### config.mk
export PLATFORM = sky130hd
export DESIGN_NAME = edf_scheduler_with_sleep_accounting_flat
export DESIGN_NICKNAME = d
export VERILOG_FILES = /design/src/rtl/esa_pkg.sv /design/src/rtl/esa_req_if.sv /design/src/rtl/esa_rsp_if.sv /design/src/rtl/esa_csr_if.sv /design/src/rtl/edf_scheduler_with_sleep_accounting.sv /design/src/rtl/esa_task_mem.sv /design/src/flat_wrapper.sv
export SDC_FILE = /design/constraint.sdc
export NUM_CORES = 2
export LEC_CHECK = 0
export BUFFER_PORTS_ARGS = -buffer_cell sky130_fd_sc_hd__clkbuf_2
export CORE_MARGIN = 2
export CORE_UTILIZATION = 56
export DETAILED_ROUTE_END_ITERATION = 12
export HOLD_SLACK_MARGIN = 0.12
export PLACE_DENSITY = 0.76
export REMOVE_ABC_BUFFERS = 1
export SLEW_MARGIN = 20
export SYNTH_ARGS = -nofsm -noshare
export SYNTH_HDL_FRONTEND = slang
export SYNTH_HIERARCHICAL = 1
export SYNTH_SLANG_ARGS = --single-unit
export TNS_END_PERCENT = 100
### constraint.sdc
create_clock -name clock -period 6.6 [get_ports clock]
set_input_delay 0.99 -clock clock [delete_from_list [all_inputs] [get_ports clock]]
set_output_delay 0.99 -clock clock [all_outputs]
set_load 0.01 [all_outputs]
### src/rtl/esa_pkg.sv
// shared types and constants of the edf scheduler with sleep accounting
// no dependencies; compile first

package esa_pkg;

   localparam int MAX_TASKS      = 8;
   localparam int TIME_BITS      = 32;
   localparam int TASK_IDX_BITS  = (MAX_TASKS > 1) ? $clog2(MAX_TASKS) : 1;
   localparam int TASK_BITS      = $clog2(MAX_TASKS + 1);
   localparam int CNT_BITS       = 32;
   localparam int WORK_BITS      = 16;
   localparam int BET_BITS       = 16;
   localparam int COUNT_BITS     = 4;
   localparam int FIELD_IDX_BITS = 3;
   localparam int CSR_INDEX_BITS = 4;
   localparam int CSR_DATA_BITS  = 16;

   localparam logic [TASK_BITS-1:0] NO_TASK = TASK_BITS'(MAX_TASKS);

   localparam logic [CSR_INDEX_BITS-1:0] CSR_BREAK_EVEN = CSR_INDEX_BITS'(0);
   localparam logic [CSR_INDEX_BITS-1:0] CSR_TASK_COUNT = CSR_INDEX_BITS'(1);

   localparam logic [COUNT_BITS-1:0] TASK_COUNT_RESET = COUNT_BITS'(1);

   typedef enum logic {
      OP_LOAD = 1'b0,
      OP_TICK = 1'b1
   } op_type;

   typedef enum logic [1:0] {
      MODE_ACTIVE = 2'd0,
      MODE_IDLE   = 2'd1,
      MODE_SLEEP  = 2'd2
   } mode_type;

   typedef enum logic [2:0] {
      ST_IDLE,
      ST_WAKE,
      ST_SCAN,
      ST_DECIDE,
      ST_EMIT
   } state_type;

   // static part of a task entry, written by load requests
   typedef struct packed {
      logic [WORK_BITS-1:0] wcet;
      logic [WORK_BITS-1:0] period;
      logic [WORK_BITS-1:0] rel_deadline;
   } task_cfg_type;

   // dynamic part of a task entry, rewritten by every tick sweep
   typedef struct packed {
      logic [WORK_BITS-1:0] remaining;
      logic [TIME_BITS-1:0] abs_deadline;
      logic [TIME_BITS-1:0] next_release;
   } task_dyn_type;

   // task table port control
   typedef struct packed {
      logic                     cfg_we;
      logic [TASK_IDX_BITS-1:0] cfg_addr;
      logic                     dyn_we;
      logic [TASK_IDX_BITS-1:0] dyn_addr;
      logic [TASK_IDX_BITS-1:0] rd_addr;
   } tm_ctrl_type;

endpackage

### src/rtl/esa_req_if.sv
// request channel: one load or tick request with valid/ready
// depends on esa_pkg

interface esa_req_if;
   logic                              valid;
   logic                              ready;
   logic                              op;
   logic [esa_pkg::FIELD_IDX_BITS-1:0] task_index;
   logic [esa_pkg::WORK_BITS-1:0]      wcet;
   logic [esa_pkg::WORK_BITS-1:0]      period;
   logic [esa_pkg::WORK_BITS-1:0]      relative_deadline;

   modport source (output valid, op, task_index, wcet, period, relative_deadline,
                   input ready);
   modport sink   (input valid, op, task_index, wcet, period, relative_deadline,
                   output ready);
endinterface

### src/rtl/esa_rsp_if.sv
// response channel: scheduler status and time counters with valid/ready
// depends on esa_pkg

interface esa_rsp_if;
   logic                          valid;
   logic                          ready;
   logic [esa_pkg::TASK_BITS-1:0] running_task;
   logic                          power_state;
   logic                          overrun;
   logic                          preempted;
   logic [esa_pkg::CNT_BITS-1:0]  active_ticks;
   logic [esa_pkg::CNT_BITS-1:0]  idle_ticks;
   logic [esa_pkg::CNT_BITS-1:0]  sleep_ticks;
   logic [esa_pkg::CNT_BITS-1:0]  switching_ticks;
   logic [esa_pkg::CNT_BITS-1:0]  preemption_count;
   logic [esa_pkg::CNT_BITS-1:0]  sleep_count;

   modport source (output valid, running_task, power_state, overrun, preempted,
                   active_ticks, idle_ticks, sleep_ticks, switching_ticks,
                   preemption_count, sleep_count,
                   input ready);
   modport sink   (input valid, running_task, power_state, overrun, preempted,
                   active_ticks, idle_ticks, sleep_ticks, switching_ticks,
                   preemption_count, sleep_count,
                   output ready);
endinterface

### src/rtl/esa_csr_if.sv
// register write channel: index and data with valid/ready
// depends on esa_pkg

interface esa_csr_if;
   logic                              valid;
   logic                              ready;
   logic [esa_pkg::CSR_INDEX_BITS-1:0] index;
   logic [esa_pkg::CSR_DATA_BITS-1:0]  data;

   modport source (output valid, index, data, input ready);
   modport sink   (input valid, index, data, output ready);
endinterface

### src/rtl/edf_scheduler_with_sleep_accounting.sv
// top level: earliest deadline first scheduler with sleep accounting
// a load goes straight to the emit state; a tick passes the wake, scan, decide and emit states
// ticks are paced by the sweep of the task table through its single read port, one entry
//   per cycle; a new request is taken only once the block is back in the idle state
// reset: synchronous, clears time, mode, counters and the table valid bits at once
// depends on esa_pkg, esa_req_if, esa_rsp_if, esa_csr_if and esa_task_mem

module edf_scheduler_with_sleep_accounting (
   input  logic    clock,
   input  logic    reset,
   esa_req_if.sink   req_chan,
   esa_rsp_if.source rsp_chan,
   esa_csr_if.sink   csr_chan
);
   import esa_pkg::*;

   // fsm
   state_type state_ff, state_in;

   // scheduler state
   logic [TIME_BITS-1:0]  now_ff, now_in;
   logic [TASK_BITS-1:0]  cur_ff, cur_in;
   mode_type              mode_ff, mode_in;
   logic [TIME_BITS-1:0]  sleep_start_ff, sleep_start_in;
   logic [TIME_BITS-1:0]  wake_ff, wake_in;
   logic [BET_BITS-1:0]   bet_ff, bet_in;
   logic [COUNT_BITS-1:0] tcount_ff, tcount_in;

   // time counters
   logic [CNT_BITS-1:0] active_ff, active_in;
   logic [CNT_BITS-1:0] idle_ff, idle_in;
   logic [CNT_BITS-1:0] sleep_ff, sleep_in;
   logic [CNT_BITS-1:0] switch_ff, switch_in;
   logic [CNT_BITS-1:0] preempt_ff, preempt_in;
   logic [CNT_BITS-1:0] sleeps_ff, sleeps_in;

   // per-tick scratch
   logic                     woke_ff, woke_in;
   logic                     charge_ff, charge_in;
   logic [TIME_BITS-1:0]     span_ff, span_in;
   logic [TASK_IDX_BITS-1:0] scan_ff, scan_in;
   logic                     drop_ff, drop_in;
   logic                     found_ff, found_in;
   logic [TIME_BITS-1:0]     best_ff, best_in;
   logic [TASK_IDX_BITS-1:0] best_idx_ff, best_idx_in;
   logic [TIME_BITS-1:0]     next_act_ff, next_act_in;
   logic                     over_ff, over_in;
   logic                     pre_ff, pre_in;

   // response register
   logic                 rsp_valid_ff, rsp_valid_in;
   logic                 rsp_load;
   logic [TASK_BITS-1:0] rsp_task_ff;
   logic                 rsp_power_ff;
   logic                 rsp_over_ff;
   logic                 rsp_pre_ff;
   logic [CNT_BITS-1:0]  rsp_active_ff;
   logic [CNT_BITS-1:0]  rsp_idle_ff;
   logic [CNT_BITS-1:0]  rsp_sleep_ff;
   logic [CNT_BITS-1:0]  rsp_switch_ff;
   logic [CNT_BITS-1:0]  rsp_preempt_ff;
   logic [CNT_BITS-1:0]  rsp_sleeps_ff;

   // task table
   tm_ctrl_type  tm_ctrl;
   task_cfg_type cfg_wdata;
   task_dyn_type dyn_wdata;
   task_cfg_type rd_cfg;
   task_dyn_type rd_dyn;

   // handshakes
   logic req_acc;
   logic csr_acc;
   logic rsp_free;

   // entry currently in the sweep
   logic                 ent_cur;
   logic                 ent_use;
   logic                 ent_rel;
   logic [WORK_BITS-1:0] ent_rem_c;
   logic                 scan_last;
   logic [TASK_BITS-1:0] pick;

   assign req_chan.ready = (state_ff == ST_IDLE);
   assign csr_chan.ready = 1'b1;
   assign req_acc  = req_chan.valid && req_chan.ready;
   assign csr_acc  = csr_chan.valid && csr_chan.ready;
   assign rsp_free = !rsp_valid_ff || rsp_chan.ready;

   esa_task_mem u_task_mem (
      .clock     (clock),
      .reset     (reset),
      .ctrl      (tm_ctrl),
      .cfg_wdata (cfg_wdata),
      .dyn_wdata (dyn_wdata),
      .rd_cfg    (rd_cfg),
      .rd_dyn    (rd_dyn)
   );

   // entry under the sweep: the read issued last cycle lands now
   assign scan_last = (scan_ff == TASK_IDX_BITS'(MAX_TASKS - 1));
   // the task running into this tick is charged one unit of work
   assign ent_cur   = charge_ff && (cur_ff == TASK_BITS'(scan_ff));
   assign ent_rem_c = (ent_cur && (rd_dyn.remaining != '0)) ?
                      rd_dyn.remaining - WORK_BITS'(1) : rd_dyn.remaining;
   // entries at or above task_count are only charged, never released or picked
   assign ent_use   = (32'(scan_ff) < 32'(tcount_ff));
   assign ent_rel   = ent_use && (rd_dyn.next_release == now_ff);

   assign pick = found_ff ? TASK_BITS'(best_idx_ff) : NO_TASK;

   always_comb begin
      dyn_wdata.remaining    = ent_rel ? rd_cfg.wcet : ent_rem_c;
      dyn_wdata.next_release = ent_rel ? now_ff + TIME_BITS'(rd_cfg.period) :
                                         rd_dyn.next_release;
      dyn_wdata.abs_deadline = ent_rel ? now_ff + TIME_BITS'(rd_cfg.rel_deadline) :
                                         rd_dyn.abs_deadline;
   end

   always_comb begin
      cfg_wdata.wcet         = req_chan.wcet;
      cfg_wdata.period       = req_chan.period;
      cfg_wdata.rel_deadline = req_chan.relative_deadline;
   end

   // next state
   always_comb begin
      state_in = state_ff;
      unique case (state_ff)
         ST_IDLE: begin
            if (req_acc) begin
               state_in = (req_chan.op == OP_TICK) ? ST_WAKE : ST_EMIT;
            end
         end
         ST_WAKE:   state_in = ST_SCAN;
         ST_SCAN: begin
            if (scan_last) begin
               state_in = ST_DECIDE;
            end
         end
         ST_DECIDE: state_in = ST_EMIT;
         ST_EMIT: begin
            if (rsp_free) begin
               state_in = ST_IDLE;
            end
         end
         default:   state_in = ST_IDLE;
      endcase
   end

   // datapath and outputs
   always_comb begin
      now_in         = now_ff;
      cur_in         = cur_ff;
      mode_in        = mode_ff;
      sleep_start_in = sleep_start_ff;
      wake_in        = wake_ff;
      bet_in         = bet_ff;
      tcount_in      = tcount_ff;
      active_in      = active_ff;
      idle_in        = idle_ff;
      sleep_in       = sleep_ff;
      switch_in      = switch_ff;
      preempt_in     = preempt_ff;
      sleeps_in      = sleeps_ff;
      woke_in        = woke_ff;
      charge_in      = charge_ff;
      span_in        = span_ff;
      scan_in        = scan_ff;
      drop_in        = drop_ff;
      found_in       = found_ff;
      best_in        = best_ff;
      best_idx_in    = best_idx_ff;
      next_act_in    = next_act_ff;
      over_in        = over_ff;
      pre_in         = pre_ff;
      rsp_load       = 1'b0;
      rsp_valid_in   = rsp_valid_ff && !rsp_chan.ready;

      tm_ctrl.cfg_we   = 1'b0;
      tm_ctrl.cfg_addr = TASK_IDX_BITS'(req_chan.task_index);
      tm_ctrl.dyn_we   = 1'b0;
      tm_ctrl.dyn_addr = scan_ff;
      tm_ctrl.rd_addr  = '0;

      // register writes are to arrive only while the block is idle; the block does not enforce it
      if (csr_acc) begin
         unique case (csr_chan.index)
            CSR_BREAK_EVEN: bet_in    = BET_BITS'(csr_chan.data);
            CSR_TASK_COUNT: tcount_in = csr_chan.data[COUNT_BITS-1:0];
            default: ;
         endcase
      end

      unique case (state_ff)
         ST_IDLE: begin
            if (req_acc) begin
               over_in   = 1'b0;
               pre_in    = 1'b0;
               woke_in   = (mode_ff == MODE_SLEEP) && (now_ff == wake_ff);
               charge_in = (mode_ff == MODE_ACTIVE);
               span_in   = now_ff - sleep_start_ff;
               // loads beyond the table are dropped
               if (req_chan.op == OP_LOAD) begin
                  tm_ctrl.cfg_we = (32'(req_chan.task_index) < MAX_TASKS);
               end
            end
         end

         ST_WAKE: begin
            // sleep span split at the break-even time
            if (woke_ff) begin
               mode_in = MODE_IDLE;
               if (span_ff >= TIME_BITS'(bet_ff)) begin
                  sleep_in  = sleep_ff + CNT_BITS'(span_ff - TIME_BITS'(bet_ff));
                  switch_in = switch_ff + CNT_BITS'(bet_ff);
               end else begin
                  idle_in = idle_ff + CNT_BITS'(span_ff);
               end
            end
            if (charge_ff) begin
               active_in = active_ff + CNT_BITS'(1);
               mode_in   = MODE_IDLE;
            end
            scan_in         = '0;
            drop_in         = 1'b0;
            found_in        = 1'b0;
            next_act_in     = '1;
            tm_ctrl.rd_addr = '0;
         end

         ST_SCAN: begin
            // write back this entry, fetch the next one
            tm_ctrl.dyn_we  = 1'b1;
            tm_ctrl.rd_addr = scan_ff + TASK_IDX_BITS'(1);
            scan_in         = scan_ff + TASK_IDX_BITS'(1);
            if (ent_cur && (ent_rem_c == '0)) begin
               drop_in = 1'b1;
            end
            if (ent_rel && (ent_rem_c != '0)) begin
               over_in = 1'b1;
            end
            if (ent_use && (dyn_wdata.next_release < next_act_ff)) begin
               next_act_in = dyn_wdata.next_release;
            end
            // strict compare keeps the lowest index on equal deadlines
            if (ent_use && (dyn_wdata.remaining != '0) &&
                (!found_ff || (dyn_wdata.abs_deadline < best_ff))) begin
               found_in    = 1'b1;
               best_in     = dyn_wdata.abs_deadline;
               best_idx_in = scan_ff;
            end
         end

         ST_DECIDE: begin
            // a sleeping processor keeps waiting for its wake time
            if (mode_ff != MODE_SLEEP) begin
               cur_in  = pick;
               mode_in = found_ff ? MODE_ACTIVE : MODE_IDLE;
               // unfinished charged task that lost the processor
               if (charge_ff && !drop_ff && (pick != cur_ff)) begin
                  pre_in     = 1'b1;
                  preempt_in = preempt_ff + CNT_BITS'(1);
               end
               // nothing ready: sleep until the earliest release
               if (!found_ff) begin
                  sleeps_in      = sleeps_ff + CNT_BITS'(1);
                  mode_in        = MODE_SLEEP;
                  sleep_start_in = now_ff;
                  wake_in        = next_act_ff;
               end
            end
            now_in = now_ff + TIME_BITS'(1);
         end

         ST_EMIT: begin
            if (rsp_free) begin
               rsp_load     = 1'b1;
               rsp_valid_in = 1'b1;
            end
         end

         default: ;
      endcase
   end

   always_ff @(posedge clock) begin
      if (reset) begin
         state_ff       <= ST_IDLE;
         now_ff         <= '0;
         cur_ff         <= NO_TASK;
         mode_ff        <= MODE_IDLE;
         sleep_start_ff <= '0;
         wake_ff        <= '0;
         bet_ff         <= '0;
         tcount_ff      <= TASK_COUNT_RESET;
         active_ff      <= '0;
         idle_ff        <= '0;
         sleep_ff       <= '0;
         switch_ff      <= '0;
         preempt_ff     <= '0;
         sleeps_ff      <= '0;
         rsp_valid_ff   <= 1'b0;
      end else begin
         state_ff       <= state_in;
         now_ff         <= now_in;
         cur_ff         <= cur_in;
         mode_ff        <= mode_in;
         sleep_start_ff <= sleep_start_in;
         wake_ff        <= wake_in;
         bet_ff         <= bet_in;
         tcount_ff      <= tcount_in;
         active_ff      <= active_in;
         idle_ff        <= idle_in;
         sleep_ff       <= sleep_in;
         switch_ff      <= switch_in;
         preempt_ff     <= preempt_in;
         sleeps_ff      <= sleeps_in;
         rsp_valid_ff   <= rsp_valid_in;
      end
   end

   // scratch and payload, no reset needed
   always_ff @(posedge clock) begin
      woke_ff     <= woke_in;
      charge_ff   <= charge_in;
      span_ff     <= span_in;
      scan_ff     <= scan_in;
      drop_ff     <= drop_in;
      found_ff    <= found_in;
      best_ff     <= best_in;
      best_idx_ff <= best_idx_in;
      next_act_ff <= next_act_in;
      over_ff     <= over_in;
      pre_ff      <= pre_in;
      if (rsp_load) begin
         rsp_task_ff    <= cur_ff;
         rsp_power_ff   <= (mode_ff == MODE_SLEEP);
         rsp_over_ff    <= over_ff;
         rsp_pre_ff     <= pre_ff;
         rsp_active_ff  <= active_ff;
         rsp_idle_ff    <= idle_ff;
         rsp_sleep_ff   <= sleep_ff;
         rsp_switch_ff  <= switch_ff;
         rsp_preempt_ff <= preempt_ff;
         rsp_sleeps_ff  <= sleeps_ff;
      end
   end

   assign rsp_chan.valid            = rsp_valid_ff;
   assign rsp_chan.running_task     = rsp_task_ff;
   assign rsp_chan.power_state      = rsp_power_ff;
   assign rsp_chan.overrun          = rsp_over_ff;
   assign rsp_chan.preempted        = rsp_pre_ff;
   assign rsp_chan.active_ticks     = rsp_active_ff;
   assign rsp_chan.idle_ticks       = rsp_idle_ff;
   assign rsp_chan.sleep_ticks      = rsp_sleep_ff;
   assign rsp_chan.switching_ticks  = rsp_switch_ff;
   assign rsp_chan.preemption_count = rsp_preempt_ff;
   assign rsp_chan.sleep_count      = rsp_sleeps_ff;

   // a sleeping processor never holds a task
   a_sleep_no_task: assert property (@(posedge clock) disable iff (reset)
      (state_ff == ST_IDLE && mode_ff == MODE_SLEEP) |-> (cur_ff == NO_TASK))
      else $error("asleep with a task selected");

   // an active processor always holds a task
   a_active_task: assert property (@(posedge clock) disable iff (reset)
      (state_ff == ST_IDLE && mode_ff == MODE_ACTIVE) |-> (cur_ff != NO_TASK))
      else $error("active with no task selected");

   // an accepted request always leaves the idle state
   a_req_leaves_idle: assert property (@(posedge clock) disable iff (reset)
      req_acc |=> (state_ff != ST_IDLE))
      else $error("accepted request not processed");

   // time moves exactly one step per tick
   a_time_step: assert property (@(posedge clock) disable iff (reset)
      (state_ff == ST_DECIDE) |=> (now_ff == $past(now_ff) + TIME_BITS'(1)))
      else $error("time did not advance by one");

   // a loaded response is presented
   a_rsp_loaded: assert property (@(posedge clock) disable iff (reset)
      rsp_load |=> rsp_valid_ff)
      else $error("response lost");

endmodule

### src/rtl/esa_task_mem.sv
// task table: static entry memory and dynamic entry memory, one read port
// with registered data; per-entry valid bits give the dynamic reset values
// depends on esa_pkg

module esa_task_mem (
   input  logic                  clock,
   input  logic                  reset,
   input  esa_pkg::tm_ctrl_type  ctrl,
   input  esa_pkg::task_cfg_type cfg_wdata,
   input  esa_pkg::task_dyn_type dyn_wdata,
   output esa_pkg::task_cfg_type rd_cfg,
   output esa_pkg::task_dyn_type rd_dyn
);
   import esa_pkg::*;

   task_cfg_type cfg_mem [MAX_TASKS];
   task_dyn_type dyn_mem [MAX_TASKS];

   logic [MAX_TASKS-1:0] dyn_valid_ff;
   logic [MAX_TASKS-1:0] dyn_valid_in;

   task_cfg_type rd_cfg_ff;
   task_dyn_type rd_dyn_ff;
   logic         rd_valid_ff;

   always_comb begin
      dyn_valid_in = dyn_valid_ff;
      if (ctrl.dyn_we) begin
         dyn_valid_in[ctrl.dyn_addr] = 1'b1;
      end
   end

   always_ff @(posedge clock) begin
      if (reset) begin
         dyn_valid_ff <= '0;
      end else begin
         dyn_valid_ff <= dyn_valid_in;
      end
   end

   always_ff @(posedge clock) begin
      if (ctrl.cfg_we) begin
         cfg_mem[ctrl.cfg_addr] <= cfg_wdata;
      end
      if (ctrl.dyn_we) begin
         dyn_mem[ctrl.dyn_addr] <= dyn_wdata;
      end
      rd_cfg_ff   <= cfg_mem[ctrl.rd_addr];
      rd_dyn_ff   <= dyn_mem[ctrl.rd_addr];
      rd_valid_ff <= dyn_valid_ff[ctrl.rd_addr];
   end

   // never-written entries read as no work and release at time zero
   always_comb begin
      rd_cfg              = rd_cfg_ff;
      rd_dyn.abs_deadline = rd_dyn_ff.abs_deadline;
      rd_dyn.remaining    = rd_valid_ff ? rd_dyn_ff.remaining : '0;
      rd_dyn.next_release = rd_valid_ff ? rd_dyn_ff.next_release : '0;
   end

endmodule
### src/flat_wrapper.sv
// flat-port wrapper written by rule: the top's interface ports become plain ports
module edf_scheduler_with_sleep_accounting_flat import esa_pkg::*;
  (clock, reset, req_chan_valid, req_chan_op, req_chan_task_index, req_chan_wcet, req_chan_period, req_chan_relative_deadline, req_chan_ready, rsp_chan_valid, rsp_chan_running_task, rsp_chan_power_state, rsp_chan_overrun, rsp_chan_preempted, rsp_chan_active_ticks, rsp_chan_idle_ticks, rsp_chan_sleep_ticks, rsp_chan_switching_ticks, rsp_chan_preemption_count, rsp_chan_sleep_count, rsp_chan_ready, csr_chan_valid, csr_chan_index, csr_chan_data, csr_chan_ready);
  esa_req_if req_chan_i ();
  esa_rsp_if rsp_chan_i ();
  esa_csr_if csr_chan_i ();
  input  logic clock;
  input  logic reset;
  input wire logic [$bits(req_chan_i.valid)-1:0] req_chan_valid;
  input wire logic [$bits(req_chan_i.op)-1:0] req_chan_op;
  input wire logic [$bits(req_chan_i.task_index)-1:0] req_chan_task_index;
  input wire logic [$bits(req_chan_i.wcet)-1:0] req_chan_wcet;
  input wire logic [$bits(req_chan_i.period)-1:0] req_chan_period;
  input wire logic [$bits(req_chan_i.relative_deadline)-1:0] req_chan_relative_deadline;
  output wire logic [$bits(req_chan_i.ready)-1:0] req_chan_ready;
  output wire logic [$bits(rsp_chan_i.valid)-1:0] rsp_chan_valid;
  output wire logic [$bits(rsp_chan_i.running_task)-1:0] rsp_chan_running_task;
  output wire logic [$bits(rsp_chan_i.power_state)-1:0] rsp_chan_power_state;
  output wire logic [$bits(rsp_chan_i.overrun)-1:0] rsp_chan_overrun;
  output wire logic [$bits(rsp_chan_i.preempted)-1:0] rsp_chan_preempted;
  output wire logic [$bits(rsp_chan_i.active_ticks)-1:0] rsp_chan_active_ticks;
  output wire logic [$bits(rsp_chan_i.idle_ticks)-1:0] rsp_chan_idle_ticks;
  output wire logic [$bits(rsp_chan_i.sleep_ticks)-1:0] rsp_chan_sleep_ticks;
  output wire logic [$bits(rsp_chan_i.switching_ticks)-1:0] rsp_chan_switching_ticks;
  output wire logic [$bits(rsp_chan_i.preemption_count)-1:0] rsp_chan_preemption_count;
  output wire logic [$bits(rsp_chan_i.sleep_count)-1:0] rsp_chan_sleep_count;
  input wire logic [$bits(rsp_chan_i.ready)-1:0] rsp_chan_ready;
  input wire logic [$bits(csr_chan_i.valid)-1:0] csr_chan_valid;
  input wire logic [$bits(csr_chan_i.index)-1:0] csr_chan_index;
  input wire logic [$bits(csr_chan_i.data)-1:0] csr_chan_data;
  output wire logic [$bits(csr_chan_i.ready)-1:0] csr_chan_ready;
  assign req_chan_i.valid = req_chan_valid;
  assign req_chan_i.op = req_chan_op;
  assign req_chan_i.task_index = req_chan_task_index;
  assign req_chan_i.wcet = req_chan_wcet;
  assign req_chan_i.period = req_chan_period;
  assign req_chan_i.relative_deadline = req_chan_relative_deadline;
  assign req_chan_ready = req_chan_i.ready;
  assign rsp_chan_valid = rsp_chan_i.valid;
  assign rsp_chan_running_task = rsp_chan_i.running_task;
  assign rsp_chan_power_state = rsp_chan_i.power_state;
  assign rsp_chan_overrun = rsp_chan_i.overrun;
  assign rsp_chan_preempted = rsp_chan_i.preempted;
  assign rsp_chan_active_ticks = rsp_chan_i.active_ticks;
  assign rsp_chan_idle_ticks = rsp_chan_i.idle_ticks;
  assign rsp_chan_sleep_ticks = rsp_chan_i.sleep_ticks;
  assign rsp_chan_switching_ticks = rsp_chan_i.switching_ticks;
  assign rsp_chan_preemption_count = rsp_chan_i.preemption_count;
  assign rsp_chan_sleep_count = rsp_chan_i.sleep_count;
  assign rsp_chan_i.ready = rsp_chan_ready;
  assign csr_chan_i.valid = csr_chan_valid;
  assign csr_chan_i.index = csr_chan_index;
  assign csr_chan_i.data = csr_chan_data;
  assign csr_chan_ready = csr_chan_i.ready;
  edf_scheduler_with_sleep_accounting u_core (.clock(clock), .reset(reset), .req_chan(req_chan_i), .rsp_chan(rsp_chan_i), .csr_chan(csr_chan_i));
endmodule
==> impl_metrics.tcl <==
set metrics [dict create \
    ys_ff_latch 1786 \
    dr.pass1.iters 6 \
    final_nets 6004 \
    cp-start-kind "flip-flop" \
    vdd_drop_max_v 0.0004183 \
    p_sw_uw 5230 \
    grt_start_max_net_pins 173 \
    worstSetupPathType "reg -> reg" \
    vias 44430 \
    p_per_area_nw_per_um2 285.6 \
    synth_ff_type "edfxtp_1" \
    hp-class "in -> reg" \
    setup_viol 0 \
    antenna_found_initial 5 \
    pwr-share-clk_pct 43.3 \
    die_w_um 373.2 \
    drt-wirelength-per-cell_um 21.89 \
    fin_crit_ns 6.054 \
    portBuffers 277 \
    cp.required_ns 7.06 \
    grt_pass1_wl_um 257000 \
    synth_compound_area_share_pct 5.656 \
    relSlewSlack_pct 22.68 \
    cts_setup_buffers 0 \
    hpwlAfterDp_um 102300 \
    first_global_vias 44250 \
    cp-end-kind "flip-flop" \
    synth-simple-area-share_pct 8.076 \
    ant_nets 0 \
    viasPerCell 5.849 \
    seq_area_frac_synth_pct 64.31 \
    drive_above_1_share_pct 17.53 \
    place.gp.congestion 0.8857 \
    power.share.sequential_pct 50.9 \
    synthMuxAreaShare_pct 10.33 \
    drt_iter0_drc 4150 \
    numCtsBuffers 173 \
    synth_edf_count 1331 \
    overflow 0 \
    areaGrowthSynthToFinish_pct 12.62 \
    ctsHoldBuffers 0 \
    drt_wl_total_um 166300 \
    io_pins 279 \
    clkLatencyLatePin_ns 0.80 \
    power.leakage_uw 0.03076 \
    drc_errors 0 \
    cts_tree "done" \
    cts.sink_count 1786 \
    synth_top_family_by_area "multiplexers" \
    die_height_um 373.2 \
    syn_inst 5342 \
    crit_family "compound AO/OA/AOI/OAI gates" \
    pwr-share-comb_pct 5.8 \
    yosys_warnings 6 \
    rows 135 \
    skew_ns 0.02569 \
    start_util_pct 56.41 \
    pre_cts_slack_ns 0.3939 \
    whs_ns 0.4185 \
    setup_ws_ns 0.5456 \
    fmax_ghz 0.1652 \
    status "finished, final reports clean" \
    dieArea_sq_um 139200 \
    slowest_stage "o21ai_1" \
    worstPathArrival_ns 6.51 \
    root_buffer "clkbuf_16" \
    syn_area_sq_um 76320 \
    hold_violations 0 \
    cp_num_buf_inv 2 \
    ctsResizeCount 0 \
    slowest_delay_ns 0.48 \
    htree_levels 4 \
    yosys.area_share.xor_xnor_pct 3.810 \
    synthArstFlopShare_pct 0 \
    worstMarginPinSlew_ns 1.160 \
    clockBufferDepth 3 \
    synth_fa_ha_area_share_pct 4.568 \
    rsz0062_at_grt "false" \
    final.period_utilization_pct 91.73 \
    grt_usage_pct 23.79 \
    maxCapViolCount 0 \
    slew_violations 0 \
    clkTransAtPathRegs_ns 0.06 \
    avgSynthCellArea_sq_um 14.29 \
    intPower_uw 19320 \
    sw_frac_of_total_pct 21.31 \
    path_max_fanout 24 \
    core_sq_um 135300 \
    synth.distinct_cells 94 \
]
[sequential cells by signal, summed over array words and instances, names as in the netlist, 48 cells and up]
| name | flops |
|---|---|
| u_core/u_task_mem/rd_dyn_ff | 48 |
| u_core/u_task_mem/dyn_mem | 640 |
| u_core/u_task_mem/rd_cfg | 48 |
| u_core/u_task_mem/cfg_mem | 384 |
[metrics by stage]
step / area, sq um / instances / power [uW] / util, % / setup TNS (ns)
after floorplan: 74980 / 5096 / 13680 / - / -1867.18
after global placement: 79730 / 7267 / 14100 / 58.93 / 0
after detailed placement: 79730 / 7267 / 14150 / 58.93 / 0
after CTS: 85940 / 7594 / 24740 / 63.52 / 0
after global routing: 85950 / 7596 / 25320 / 63.53 / 0
final: 85950 / 7597 / 24550 / 63.53 / 0
[cells by family after synthesis]
family | Yosys count
other | 1
xor gates and xnor gates | 332
muxes | 409
adders and majority gates | 266
AOI/OAI and AO/OA | 703
DFF | 1786
and+or+nand+nor | 1293
buffers and inverters | 552
[worst reg2reg max path, cell delays in order (launching register included)]
cell,delay [ns]
dfxtp_1,0.34
ha_1,0.18
inv_1,0.06
fa_1,0.39
nor2b_1,0.12
o21ai_0,0.10
a21oi_1,0.20
o21ai_1,0.12
a21oi_1,0.21
a41o_1,0.24
or4_1,0.17
a41o_1,0.42
nand4_1,0.16
xor2_1,0.19
o21ai_1,0.48
ha_1,0.38
a21o_1,0.19
a21o_1,0.19
a21oi_1,0.15
nor2b_1,0.06
o21ai_0,0.14
nand2b_1,0.08
a21o_1,0.20
a2111oi_0,0.36
o211a_1,0.23
buf_4,0.33
[final timing paths]
check,startpoint,to,slack [ns],cells after the start
max,u_core/now_ff[0],u_core/best_ff[3],0.55,25
min,csr_chan_data[12],u_core/bet_ff[12],0.42,3
max reg2reg,u_core/now_ff[0],u_core/best_ff[3],0.55,25
min reg2reg,u_core/sleep_ff[13],u_core/rsp_chan.sleep_ticks[13],0.44,0
[final cells by class]
class | count | area (sq um)
Sequential cell | 1786 | 49080
Clock buffer | 224 | 4726
Multi-Input combinational cell | 3004 | 24870
Tap cell | 1781 | 2228
Inverter | 306 | 1181
Antenna cell | 3 | 7.507
Timing Repair Buffer | 390 | 2370
Fill cell | 9527 | 49350
Clock inverter | 103 | 1489
[cells in the mapped netlist, types with 44 or more instances]
library cell,number,area (sq um)
xnor2_1,192,1682
o21ai_0,141,705.7
and3_1,51,319.1
a21o_1,76,570.6
clkbuf_1,135,506.7
ha_1,245,3065
nor3_1,62,310.3
mux4_1,104,2733
xor2_1,140,1226
nand3_1,89,445.4
dfxtp_1,455,9109
a21oi_1,282,1411
and2_1,68,425.4
nand2_1,419,1573
nor2_1,336,1261
inv_1,306,1149
nand4_1,64,400.4
mux4_2,154,3468
nand2b_1,44,275.3
mux2_2,135,1520
edfxtp_1,1331,39970
[power by group through the flow]
stage	logic, uW	registers [uW]	clock network, uW
3_5_place_dp	1420	12700	0
5_1_grt	1580	12500	11200
2_1_floorplan	920	12800	0
3_3_place_gp	1370	12700	0
4_1_cts	1430	12500	10800
6_report	1430	12500	10600
[layout by cell type (no fill, tap or decap), drive strengths merged, types with 114 or more instances in the layout]
cell type	instances
edfxtp	1331
clkbuf	500
dfxtp	455
nand2	420
nor2	338
inv	312
a21oi	282
mux4	258
ha	245
xnor2	192
o21ai	161
xor2	140
mux2	135
buf	114
[routing by layer]
| layer | up-vias | global-route usage, % | share of wire (%) |
|---|---|---|---|
| met4 | 0 | 7.033 | 2.3 |
| met1 | 22120 | 31.69 | 41 |
| li1 | 20470 | - | - |
| met3 | 256 | 4.170 | 6.9 |
| met5 | - | 0 | 0 |
| met2 | 1581 | 40.19 | 49 |
No activity file was read; power rests on OpenSTA's default activity.
